$ cat src/rtl/core/swcd_pkg.sv
// ============================================================================
// swcd_pkg
// Shared codes, stream widths and seven-segment helpers for the stopwatch,
// countdown and wall-clock display block.
// ============================================================================
package swcd_pkg;

	// Stream widths
	localparam int IN_TDATA_W  = 24;
	localparam int OUT_TDATA_W = 48;
	localparam int SEG_W       = 7;
	localparam int DIGITS_W    = 6 * SEG_W;

	// Item kinds carried on the input tuser bit
	localparam logic OP_TICK = 1'b0;
	localparam logic OP_KEY  = 1'b1;

	// Key codes
	localparam logic [2:0] KEY_A = 3'd0;
	localparam logic [2:0] KEY_S = 3'd1;
	localparam logic [2:0] KEY_W = 3'd2;
	localparam logic [2:0] KEY_E = 3'd3;
	localparam logic [2:0] KEY_R = 3'd4;
	localparam logic [2:0] KEY_T = 3'd5;

	// Key actions
	localparam logic [1:0] ACT_RELEASE = 2'd0;
	localparam logic [1:0] ACT_PRESS   = 2'd1;

	// Run modes, encoded as {switch S held, switch A held}
	localparam logic [1:0] MODE_OFF       = 2'd0;
	localparam logic [1:0] MODE_STOPWATCH = 2'd1;
	localparam logic [1:0] MODE_CLOCK     = 2'd2;
	localparam logic [1:0] MODE_COUNTDOWN = 2'd3;

	// Active-low segment pattern of one decimal digit; ten and up is blank.
	function automatic logic [SEG_W-1:0] seg_of(input logic [3:0] v);
		logic [SEG_W-1:0] s;
		case (v)
			4'd0:    s = 7'h40;
			4'd1:    s = 7'h79;
			4'd2:    s = 7'h24;
			4'd3:    s = 7'h30;
			4'd4:    s = 7'h19;
			4'd5:    s = 7'h12;
			4'd6:    s = 7'h02;
			4'd7:    s = 7'h78;
			4'd8:    s = 7'h00;
			4'd9:    s = 7'h10;
			default: s = 7'h7F;
		endcase
		return s;
	endfunction

	// Tens of a 7-bit value by reciprocal multiply; exact over the whole range.
	function automatic logic [3:0] div10(input logic [6:0] v);
		logic [14:0] p;
		p = 15'(v) * 15'd205;
		return p[14:11];
	endfunction

	// Two digits of a 7-bit value, tens in the upper half.
	function automatic logic [2*SEG_W-1:0] two_digits(input logic [6:0] v);
		logic [3:0] q;
		logic [6:0] r;
		q = div10(v);
		r = v - 7'(q) * 7'd10;
		return {seg_of(q), seg_of(r[3:0])};
	endfunction

	// Three two-digit values as hi:mid:lo, lo in the rightmost digits.
	function automatic logic [DIGITS_W-1:0] show3(input logic [6:0] hi,
		input logic [6:0] mid, input logic [6:0] lo);
		return {two_digits(hi), two_digits(mid), two_digits(lo)};
	endfunction

endpackage

$ cat src/rtl/core/stopwatch_countdown_clock_display.sv
// ============================================================================
// stopwatch_countdown_clock_display
// Stopwatch, wall clock and countdown timer driving six seven-segment digits.
// ============================================================================
// Usage:
// Items arrive on the slave stream, one beat each. s_axis_tuser says what the
// beat is (0 = 10 ms tick, 1 = key event); s_axis_tdata carries the key code,
// key action and the RTC time used by ticks in clock mode. Every input beat
// produces exactly one output beat. m_axis_tdata carries the six active-low
// digit patterns and m_axis_tuser flags whether they are a display update;
// when it is low the digits read as zero and should be ignored.
// Each beat passes one input register, then the state update and digit
// decode land in the output register. The block sustains one beat per
// cycle while m_axis_tready is high, since every state update completes in
// the same cycle it is computed, so the next beat always sees it.
// When the receiver stalls, the result waits in the output register and one
// more beat is still taken into the input register; only then does
// s_axis_tready drop. Reset clears both stages, puts the block in off mode
// with zeroed counters, no switches held, the stopwatch running and the
// countdown paused.
// ============================================================================
module stopwatch_countdown_clock_display (
	input  logic                                clk,
	input  logic                                arst_n,
	input  logic                                s_axis_tvalid,
	output logic                                s_axis_tready,
	// tdata fields from bit 0: key_code[2:0], key_action[4:3], rtc_hours[9:5],
	// rtc_minutes[15:10], rtc_seconds[21:16], zero fill [23:22]
	input  logic [swcd_pkg::IN_TDATA_W-1:0]     s_axis_tdata,
	// tuser fields from bit 0: opcode
	input  logic                                s_axis_tuser,
	output logic                                m_axis_tvalid,
	input  logic                                m_axis_tready,
	// tdata fields from bit 0: digit0[6:0], digit1[13:7], digit2[20:14],
	// digit3[27:21], digit4[34:28], digit5[41:35], zero fill [47:42]
	output logic [swcd_pkg::OUT_TDATA_W-1:0]    m_axis_tdata,
	// tuser fields from bit 0: display_write
	output logic                                m_axis_tuser
);
	import swcd_pkg::*;

	// Input register stage.
	logic       valid_s1;
	logic       opcode_s1;
	logic [2:0] key_code_s1;
	logic [1:0] key_action_s1;
	logic [4:0] rtc_hours_s1;
	logic [5:0] rtc_minutes_s1;
	logic [5:0] rtc_seconds_s1;

	// Output register stage.
	logic                valid_s2;
	logic [DIGITS_W-1:0] digits_s2;
	logic                write_s2;

	// Architectural state and its next value.
	logic [1:0] run_mode_q,   run_mode_d;
	logic [6:0] hundredths_q, hundredths_d;
	logic [5:0] seconds_q,    seconds_d;
	logic [5:0] minutes_q,    minutes_d;
	logic [4:0] hours_q,      hours_d;
	logic       switch_a_q,   switch_a_d;
	logic       switch_b_q,   switch_b_d;
	logic       sw_halted_q,  sw_halted_d;
	logic       cd_halted_q,  cd_halted_d;

	// Result of the current item.
	logic                write_d;
	logic [6:0]          show_hi, show_mid, show_lo;
	logic [DIGITS_W-1:0] digits_d;

	// Stopwatch increment chain.
	logic [7:0] sw_hund_inc;
	logic       sw_sec_carry;
	logic [6:0] sw_sec_inc;
	logic       sw_min_carry;
	logic [6:0] sw_min_inc;
	logic [6:0] sw_hund_nxt;
	logic [5:0] sw_sec_nxt;
	logic [5:0] sw_min_nxt;

	logic advance;
	logic s_accept;
	logic a_new, b_new;

	// The item in the input register moves on whenever the output register is
	// empty or being emptied this cycle.
	assign advance       = valid_s1 && (!valid_s2 || m_axis_tready);
	assign s_axis_tready = !valid_s1 || advance;
	assign s_accept      = s_axis_tvalid && s_axis_tready;

	assign sw_hund_inc  = {1'b0, hundredths_q} + 8'd1;
	assign sw_sec_carry = (sw_hund_inc >= 8'd100);
	assign sw_hund_nxt  = sw_sec_carry ? 7'd0 : sw_hund_inc[6:0];
	assign sw_sec_inc   = {1'b0, seconds_q} + {6'd0, sw_sec_carry};
	assign sw_min_carry = (sw_sec_inc >= 7'd60);
	assign sw_sec_nxt   = sw_min_carry ? 6'd0 : sw_sec_inc[5:0];
	assign sw_min_inc   = {1'b0, minutes_q} + {6'd0, sw_min_carry};
	assign sw_min_nxt   = (sw_min_inc >= 7'd60) ? 6'd0 : sw_min_inc[5:0];

	// Switch levels after a press or release of A or S.
	assign a_new = (key_code_s1 == KEY_A) ? (key_action_s1 == ACT_PRESS) : switch_a_q;
	assign b_new = (key_code_s1 == KEY_S) ? (key_action_s1 == ACT_PRESS) : switch_b_q;

	always_comb begin
		run_mode_d   = run_mode_q;
		hundredths_d = hundredths_q;
		seconds_d    = seconds_q;
		minutes_d    = minutes_q;
		hours_d      = hours_q;
		switch_a_d   = switch_a_q;
		switch_b_d   = switch_b_q;
		sw_halted_d  = sw_halted_q;
		cd_halted_d  = cd_halted_q;
		write_d      = 1'b0;
		show_hi      = 7'd0;
		show_mid     = 7'd0;
		show_lo      = 7'd0;

		if (opcode_s1 == OP_TICK) begin
			case (run_mode_q)
				MODE_OFF: begin
					// Off mode keeps everything cleared and shows zeros.
					hundredths_d = 7'd0;
					seconds_d    = 6'd0;
					minutes_d    = 6'd0;
					hours_d      = 5'd0;
					write_d      = 1'b1;
				end
				MODE_STOPWATCH: begin
					if (!sw_halted_q) begin
						hundredths_d = sw_hund_nxt;
						seconds_d    = sw_sec_nxt;
						minutes_d    = sw_min_nxt;
						write_d      = 1'b1;
						show_hi      = {1'b0, sw_min_nxt};
						show_mid     = {1'b0, sw_sec_nxt};
						show_lo      = sw_hund_nxt;
					end
				end
				MODE_CLOCK: begin
					write_d  = 1'b1;
					show_hi  = {2'b00, rtc_hours_s1};
					show_mid = {1'b0, rtc_minutes_s1};
					show_lo  = {1'b0, rtc_seconds_s1};
				end
				default: begin
					// Countdown: borrow through the counters, pause at zero.
					if (!cd_halted_q) begin
						if (hundredths_q != 7'd0) begin
							hundredths_d = hundredths_q - 7'd1;
						end else if (seconds_q != 6'd0) begin
							seconds_d    = seconds_q - 6'd1;
							hundredths_d = 7'd99;
						end else if (minutes_q != 6'd0) begin
							minutes_d    = minutes_q - 6'd1;
							seconds_d    = 6'd59;
							hundredths_d = 7'd99;
						end else if (hours_q != 5'd0) begin
							hours_d      = hours_q - 5'd1;
							minutes_d    = 6'd59;
							seconds_d    = 6'd59;
							hundredths_d = 7'd99;
						end else begin
							cd_halted_d  = 1'b1;
						end
						write_d  = 1'b1;
						show_hi  = {2'b00, hours_d};
						show_mid = {1'b0, minutes_d};
						show_lo  = {1'b0, seconds_d};
					end
				end
			endcase
		end else if (key_code_s1 <= KEY_T) begin
			if ((key_code_s1 == KEY_A || key_code_s1 == KEY_S) &&
			    (key_action_s1 == ACT_PRESS || key_action_s1 == ACT_RELEASE)) begin
				switch_a_d = a_new;
				switch_b_d = b_new;
				run_mode_d = {b_new, a_new};
				// Entering stopwatch mode restarts it from zero.
				if (a_new && !b_new) begin
					hundredths_d = 7'd0;
					seconds_d    = 6'd0;
					minutes_d    = 6'd0;
					sw_halted_d  = 1'b0;
					write_d      = 1'b1;
				end
			end else if (key_action_s1 == ACT_PRESS) begin
				if (run_mode_q == MODE_STOPWATCH) begin
					if (key_code_s1 == KEY_W) begin
						sw_halted_d = !sw_halted_q;
					end else if (key_code_s1 == KEY_E) begin
						hundredths_d = 7'd0;
						seconds_d    = 6'd0;
						minutes_d    = 6'd0;
						sw_halted_d  = 1'b1;
						write_d      = 1'b1;
					end
				end else if (run_mode_q == MODE_COUNTDOWN) begin
					if (cd_halted_q) begin
						// Paused countdown: W starts it, T/R/E set the time.
						if (key_code_s1 == KEY_W) begin
							cd_halted_d = 1'b0;
						end else if (key_code_s1 == KEY_T) begin
							hours_d = (hours_q >= 5'd23) ? 5'd0 : hours_q + 5'd1;
						end else if (key_code_s1 == KEY_R) begin
							minutes_d = (minutes_q >= 6'd59) ? 6'd0 : minutes_q + 6'd1;
						end else begin
							seconds_d = (seconds_q >= 6'd59) ? 6'd0 : seconds_q + 6'd1;
						end
						write_d  = 1'b1;
						show_hi  = {2'b00, hours_d};
						show_mid = {1'b0, minutes_d};
						show_lo  = {1'b0, seconds_d};
					end else if (key_code_s1 == KEY_W) begin
						cd_halted_d = 1'b1;
					end
				end
			end
		end
	end

	assign digits_d = write_d ? show3(show_hi, show_mid, show_lo) : '0;

	// Control and architectural state.
	always_ff @(posedge clk or negedge arst_n) begin
		if (!arst_n) begin
			valid_s1     <= 1'b0;
			valid_s2     <= 1'b0;
			run_mode_q   <= MODE_OFF;
			hundredths_q <= 7'd0;
			seconds_q    <= 6'd0;
			minutes_q    <= 6'd0;
			hours_q      <= 5'd0;
			switch_a_q   <= 1'b0;
			switch_b_q   <= 1'b0;
			sw_halted_q  <= 1'b0;
			cd_halted_q  <= 1'b1;
		end else begin
			if (s_accept) begin
				valid_s1 <= 1'b1;
			end else if (advance) begin
				valid_s1 <= 1'b0;
			end
			if (advance) begin
				valid_s2     <= 1'b1;
				run_mode_q   <= run_mode_d;
				hundredths_q <= hundredths_d;
				seconds_q    <= seconds_d;
				minutes_q    <= minutes_d;
				hours_q      <= hours_d;
				switch_a_q   <= switch_a_d;
				switch_b_q   <= switch_b_d;
				sw_halted_q  <= sw_halted_d;
				cd_halted_q  <= cd_halted_d;
			end else if (m_axis_tready) begin
				valid_s2 <= 1'b0;
			end
		end
	end

	// Payload registers.
	always_ff @(posedge clk) begin
		if (s_accept) begin
			opcode_s1      <= s_axis_tuser;
			key_code_s1    <= s_axis_tdata[2:0];
			key_action_s1  <= s_axis_tdata[4:3];
			rtc_hours_s1   <= s_axis_tdata[9:5];
			rtc_minutes_s1 <= s_axis_tdata[15:10];
			rtc_seconds_s1 <= s_axis_tdata[21:16];
		end
		if (advance) begin
			digits_s2 <= digits_d;
			write_s2  <= write_d;
		end
	end

	assign m_axis_tvalid = valid_s2;
	assign m_axis_tdata  = {(OUT_TDATA_W - DIGITS_W)'(0), digits_s2};
	assign m_axis_tuser  = write_s2;

endmodule

$ cat config.mk
export PLATFORM = sky130hd
export DESIGN_NAME = stopwatch_countdown_clock_display
export DESIGN_NICKNAME = d
export VERILOG_FILES = /design/src/rtl/core/swcd_pkg.sv /design/src/rtl/core/stopwatch_countdown_clock_display.sv
export SDC_FILE = /design/constraint.sdc
export NUM_CORES = 1
export LEC_CHECK = 0
export BUFFER_PORTS_ARGS = -buffer_cell sky130_fd_sc_hd__buf_2
export CORE_ASPECT_RATIO = 0.9
export CORE_MARGIN = 2
export CORE_UTILIZATION = 52
export DETAILED_ROUTE_END_ITERATION = 7
export PLACE_DENSITY_LB_ADDON = 0.12
export SKIP_LAST_GASP = 1
export SLEW_MARGIN = 20
export SYNTH_ARGS = -nofsm -noshare
export SYNTH_HDL_FRONTEND = slang
export SYNTH_SLANG_ARGS = --single-unit
$ cat constraint.sdc
create_clock -name clk -period 9.5 [get_ports clk]
set_input_delay 0.475 -clock clk [delete_from_list [all_inputs] [get_ports clk]]
set_output_delay 0.475 -clock clk [all_outputs]
set_load 0.03 [all_outputs]
# After elaboration in Yosys (flattened, before gate mapping)
# Memories as Yosys holds them, arrays and structs flattened. A register that Yosys moved wholly into a read port is not among the register bits.
# Index checks and enable logic that the tools add are counted.
dict set report word_totals {
  mem_bits_ro 672
  wordCells 264
  output_inout_bits 51
  n_memories 6
  reg_bits 56
  in_bits 29
}
# memory depth word_bits read_ports rd_ports_with_merged_regs wr line
set mem_list {}
lappend mem_list {{(name not given)} 16 7 1 1 0 swcd_pkg.sv:39} ;# case (v)
lappend mem_list {{(name not given)} 16 7 1 1 0 swcd_pkg.sv:39}
lappend mem_list {{(name not given)} 16 7 1 1 0 swcd_pkg.sv:39}
lappend mem_list {{(name not given)} 16 7 1 1 0 swcd_pkg.sv:39}
lappend mem_list {{(name not given)} 16 7 1 1 0 swcd_pkg.sv:39}
lappend mem_list {{(name not given)} 16 7 1 1 0 swcd_pkg.sv:39}
dict set report op_classes {
  n_lt_le_gt_ge 7
  addsub 13
  reduce_logical 40
  muxes 143
  n_mul 6
  n_eq_ne 31
}
# op n
set ops {}
lappend ops {{6-bit two-way mux} 57}
lappend ops {{7-bit two-way mux} 17}
lappend ops {{5-bit two-way mux} 22}
lappend ops {{6-bit one-hot mux with 3 select lines} 4}
lappend ops {{7-bit by 8-bit multiplier with 15-bit output, second input constant} 3}
lappend ops {{7-bit one-hot mux with 3 select lines} 2}
lappend ops {{1-bit two-way mux} 39}
lappend ops {{11-bit AND reduction} 2}
lappend ops {{6-bit by 1-bit adder with 7-bit output} 2}
lappend ops {{7-bit by 6-bit >= comparator with 1-bit output, second input constant} 2}
lappend ops {{2-bit by 1-bit != test with 1-bit output, second input constant} 7}
lappend ops {{7-bit AND reduction} 2}
lappend ops {{7-bit nonzero test} 2}
lappend ops {{6-bit by 1-bit adder with 6-bit output, second input constant} 2}
lappend ops {{6-bit >= comparator, second input constant} 2}
lappend ops {{4-bit by 3-bit multiplier with 3-bit output, second input constant} 3}
lappend ops {{6-bit nonzero test} 2}
lappend ops {{4-bit subtractor} 3}
lappend ops {{6-bit by 1-bit subtractor with 6-bit output, second input constant} 2}
lappend ops {{1-bit zero test} 10}
lappend ops {{5-bit one-hot mux with 2 select lines} 1}
lappend ops {{3-bit by 1-bit != test with 1-bit output, second input constant} 3}
lappend ops {{9-bit AND reduction} 1}
lappend ops {{7-bit by 1-bit adder with 8-bit output, second input constant} 1}
lappend ops {{29 further kinds} 49}

# Depth between registers and ports, before layout
dict set report depth {
  depth_word 15
  depth_mapped 46
}

# Least setup slack after synthesis
# OpenSTA, ideal clock, no wires.
dict set report synth_path {
  kind {register to register}
  start {register hundredths_q[0]}
  end {register digits_s2[34] (data pin)}
  t_required_ps 9320
  stages_incl_launch_ff 41
  arrival_ps 8305
  slack_ps 1014
  cell_sequence {dfrtp_1 ha_1 clkbuf_1 and4_1 o22ai_1 nor2_1 a31oi_1 inv_1 ha_1 ha_1 nand4b_1 o221ai_1 nand3_1 inv_1 ha_1 ha_1 clkbuf_1 nand2_1 (+5 left out) ha_1 fa_1 fa_1 ha_1 o21a_1 nor2_1 nor2_1 a21oi_1 o21ai_0 a31oi_1 nor2b_1 nor2_1 fa_1 xnor2_1 xnor2_1 xnor3_2 xnor2_1 a221oi_1}
}
dict set report synth_between {
  elab_chain_len 13
}
# element line
set synth_lines {}
lappend synth_lines {{start: declaration} stopwatch_countdown_clock_display.sv:58} ;# logic [6:0] hundredths_q, hundredths_d;
lappend synth_lines {{start signal: assignment} stopwatch_countdown_clock_display.sv:248} ;# hundredths_q <= hundredths_d;
lappend synth_lines {{7-bit by 1-bit adder with 8-bit output} stopwatch_countdown_clock_display.sv:92} ;# assign sw_hund_inc = {1'b0, hundredths_q} + 8'd1;
lappend synth_lines {{8-bit by 7-bit >= comparator with 1-bit output} stopwatch_countdown_clock_display.sv:93} ;# assign sw_sec_carry = (sw_hund_inc >= 8'd100);
lappend synth_lines {{6-bit by 1-bit adder with 7-bit output} stopwatch_countdown_clock_display.sv:95} ;# assign sw_sec_inc = {1'b0, seconds_q} + {6'd0, sw_sec_carry};
lappend synth_lines {{7-bit by 6-bit >= comparator with 1-bit output} stopwatch_countdown_clock_display.sv:96} ;# assign sw_min_carry = (sw_sec_inc >= 7'd60);
lappend synth_lines {{6-bit by 1-bit adder with 7-bit output} stopwatch_countdown_clock_display.sv:98} ;# assign sw_min_inc = {1'b0, minutes_q} + {6'd0, sw_min_carry};
lappend synth_lines {{7-bit by 6-bit >= comparator with 1-bit output} stopwatch_countdown_clock_display.sv:99} ;# assign sw_min_nxt = (sw_min_inc >= 7'd60) ? 6'd0 : sw_min_inc[5:0];
lappend synth_lines {{6-bit two-way mux} stopwatch_countdown_clock_display.sv:99}
lappend synth_lines {{6-bit two-way mux} stopwatch_countdown_clock_display.sv:131} ;# if (!sw_halted_q) begin
lappend synth_lines {{6-bit one-hot mux with 3 select lines *} stopwatch_countdown_clock_display.sv:121} ;# case (run_mode_q)
lappend synth_lines {{6-bit two-way mux *} stopwatch_countdown_clock_display.sv:120} ;# if (opcode_s1 == OP_TICK) begin
lappend synth_lines {{7-bit by 8-bit multiplier with 15-bit output} swcd_pkg.sv:58} ;# p = 15'(v) * 15'd205;
lappend synth_lines {{4-bit by 3-bit multiplier with 3-bit output} swcd_pkg.sv:67} ;# r = v - 7'(q) * 7'd10;
lappend synth_lines {{4-bit subtractor *} swcd_pkg.sv:67}
lappend synth_lines {{end: declaration} stopwatch_countdown_clock_display.sv:53} ;# logic [DIGITS_W-1:0] digits_s2;
# Mark *: on every way between the ends. The rest lies on a longest branch, timed or not.
# A chain may end at the register's enable or synchronous reset.

# Final worst setup path
dict set report layout_path {
  start {register hundredths_q[0]}
  end {register digits_s2[32] (data pin)}
}
# Same word-level chain as after synthesis.

==> summary.md <==
| Metric | Value |
|---|---|
| Status | finished, final reports clean |
| Fin. max-slew vios | 0 |
| DRT Wirelength | 25100 um |
| Post-synth EDFFs | 66 |
| Crit. End Element | flip-flop |
| DR WL met3 | between 1500 and 2000 um |
| Initial antenna violation count | 0 |
| Worst Clk Skew | roughly 7.2 ps |
| Avg Inst Size Synth | 8.82 um2 |
| CP max FO | 9 |
| Post-synthesis sequential area ratio | 27.8% |
| Post-DP Area | 10300 um2 |
| GRT overflow | 0 |
| First-pass GRT wire length | between 40000 and 50000 um |
| Wirelength per Cell | 17.9 um |
| Worst EP required | 9600 ps |
| IO Port Bufs | 71 |
| Power Total | 3.04 mW |
| Antenna diode count | 0 |
| Yosys Warn Count | 0 |
| CP most frequent cell | ha_1 |
| Gpl congestion | 0.920 |
| Clk_lat worst skew | around 360 ps |
| FF-to-FF path depth | 39 |
| Die Ht | around 130 um |
| Rel. slew slack | approximately a third |
| Placement Setup Slack | -25.9 ps |
| Mapped cell area | around 9800 um2 |
| Metal2 WL | between 10000 and 15000 um |
| Worst Setup SP | hundredths_q[0] |
| Total track usage | between 20 and 30% |
| Clock tree root buffer cell | clkbuf_16 |
| Final setup violation count | 0 |
| Post-layout nets | 1332 |
| IO Pins | 80 |
| Final worst setup slack | 548 ps |
| Cell count after synthesis | 1115 |
| Yosys cell types | approximately 100 |
| Antenna viol nets, final | 0 |
| Clk slew on worst S/H paths | about 70 ps |
| P per Cell Area | 283 nW/um2 |
| DRC violations left | 0 |
| Starting Density | 53.2% |
| Die W | 149 um |
| Fmax | 112 MHz |
| Initial drt markers | around 960 |
| H-tree depth | 3 |
| Total number of vias | approximately 8500 |
| Pin count of the biggest net entering global routing | 51 |
| Worst vdd rail ir drop | 0.130 mV |
| Layout area overhead | 9.10% |
| DRT Pass-1 Iters | 5 |
| Cts bufs inserted | 9 |
| Hold Buf Count CTS | 0 |
| Post-detail-place hpwl | between 15000 and 20000 um |
| Crit path max-delay cell type | dfrtp_1 |
| Max incr delay on CP | between 400 and 500 ps |
| Setup TNS | 0 ps |
| Maximum root-to-sink buffer count | 2 |
| Startpoint types | flip-flop |
| Share of cells above drive strength 1 | ~14% |
| Core Box Area | roughly 18000 um2 |
| Post-synth ARST share | 31.3% |
| Clock sink count | between 90 and 100 |
| Vias per cell | between 6 and 7 |
| Tightest Pin Transition | 997 ps |
| Yosys reg bits | 96 |
| Min-Delay Path Class | primary input to async pin |
| Cell row count | between 40 and 50 |
| Min cycle time layout | a little under 9000 ps |
| WS Path Type | flip-flop to flip-flop |
| TritonCTS clock tree | yes |
| Die footprint | around 20000 um2 |
| FF-to-FF Start | hundredths_q[0] |
| Hold Violations, Final | 0 |
| Synth Flop Type | edfxtp_1 |
| Max_cap viols | 0 |
| Max layer used | met4 |
| Period utilisation layout | 94.2% |
| Worst path arrival time | 9050 ps |
| Vias in the first global route | 7820 |
| M1 wire length | ~12000 um |
| Design area | ~11000 um2 |
| Static leakage | 4.74 nW |
[metal layers]
| metal | vias up | track usage [%] |
|---|---|---|
| li1 | 4153 | - |
| met1 | 3967 | 37.7 |
| met2 | 319 | 39.8 |
| met3 | 40 | 3.99 |
| met4 | 0 | 6.35 |
| met5 | - | 0 |
[flip-flops by register name (all words and copies together), names as in the netlist]
name,flops
run_mode_q,2
digits_s2,42
rtc_minutes_s1,6
m_axis_tvalid,1
key_action_s1,2
minutes_q,6
key_code_s1,3
m_axis_tuser,1
rtc_hours_s1,5
hours_q,5
opcode_s1,1
valid_s1,1
cd_halted_q,1
sw_halted_q,1
seconds_q,6
rtc_seconds_s1,6
hundredths_q,7
[final timing paths]
path                              endpoint  slack [ps]
max                          digits_s2[32]         550
max in group asynchronous     minutes_q[5]        8800
min                           seconds_q[4]         200
min in group clk           rtc_hours_s1[0]         290
max reg2reg                  digits_s2[32]         550
min reg2reg                  m_axis_tvalid         490
[logic make-up after synthesis]
| kind of cell | share of synthesized area [%] |
|---|---|
| AND/OR/NAND/NOR | 18.9 |
| adder cells (fa/ha/maj) | 21.2 |
| flip-flops | 27.8 |
| other | 0.0381 |
| buffers and inverters | 6.20 |
| AO/OA/AOI/OAI | 20.8 |
| multiplexers | 1.88 |
| XOR/XNOR | 3.18 |
[cell usage after synthesis (all sizes together), types with 9 or more instances]
cell type	number	area, um2
a211oi	17	138
a21o	11	82.6
a21oi	75	379
a22o	9	78.8
a22oi	9	67.6
a31oi	13	81.3
and2	17	106
buf	13	91.3
clkbuf	58	218
dfrtp	29	726
edfxtp	66	1980
fa	23	460
ha	129	1610
inv	80	300
mux2i	14	140
nand2	105	394
nand2b	18	113
nand3	28	140
nand4	11	68.8
nor2	86	323
nor3	29	155
o21a	10	75.1
o21ai	62	310
o22ai	12	75.1
or3	12	80.1
xnor2	20	183
[critical path, delay by kind of cell, from the launching register on]
kind | cells | cell delay [ps]
multiplexers | 1 | 180
XOR/XNOR | 3 | 680
buffers and inverters | 3 | 370
AND/OR/NAND/NOR | 12 | 1910
AO/OA/AOI/OAI | 10 | 1930
flip-flops | 1 | 470
adder cells (fa/ha/maj) | 10 | 3170
[repair_timing]
item / CTS / global route
gates resized for setup: 2 / 12
hold endpoints to repair: 0 / 0
buffers inserted: 0 / 2
setup endpoints to repair: 2 / 7
cloned: 0 / 1
pin swaps: 0 / 4
[report_power, final]
part | switching [mW] | leakage, nW | internal [mW]
registers | 0.152 | 1.02 | 0.591
clock network | 0.175 | 0.137 | 0.180
logic | 1.18 | 3.59 | 0.766
total | 1.50 | 4.74 | 1.54
[layout make-up]
| class | count | area, um2 |
|---|---|---|
| multi-input combinational | 874 | 6610 |
| timing repair buffer | 90 | 498 |
| inverter | 80 | 300 |
| sequential | 96 | 2730 |
| fill | 1702 | 7740 |
| clock buffer | 9 | 225 |
| tap | 245 | 307 |
| clock inverter | 7 | 52.6 |
[metrics by stage]
| stage | hold slack (ps) | util (%) | instances |
|---|---|---|---|
| after floorplan | 179 | - | 1120 |
| after global placement | 474 | 56.0 | 1382 |
| after detailed placement | 486 | 56.0 | 1382 |
| after CTS | 222 | 57.6 | 1398 |
| after global routing | 246 | 58.1 | 1401 |
| final | 203 | 58.1 | 1401 |
[cells in the final DEF, fill, tap and decap left out, types with 7 or more instances in the layout]
cell type,n
clkbuf_16,9
buf_4,19
a221oi_1,7
o21a_1,10
xnor2_1,19
ha_1,127
nand2_1,105
nor3_1,27
or3_1,11
nor3b_1,7
a21o_1,11
nand2b_1,18
mux2i_1,14
a31oi_1,11
fa_1,23
dfrtp_1,29
a22oi_1,9
inv_1,78
o21ai_0,59
nand3_1,27
a21oi_1,74
nor2_1,85
and2_1,14
edfxtp_1,66
a211oi_1,15
nand4_1,11
buf_2,71
or2_2,7
xor2_1,7
a22o_1,9
o211ai_1,8
o22ai_1,11
Note: power is estimated with default switching activity, not from simulation.
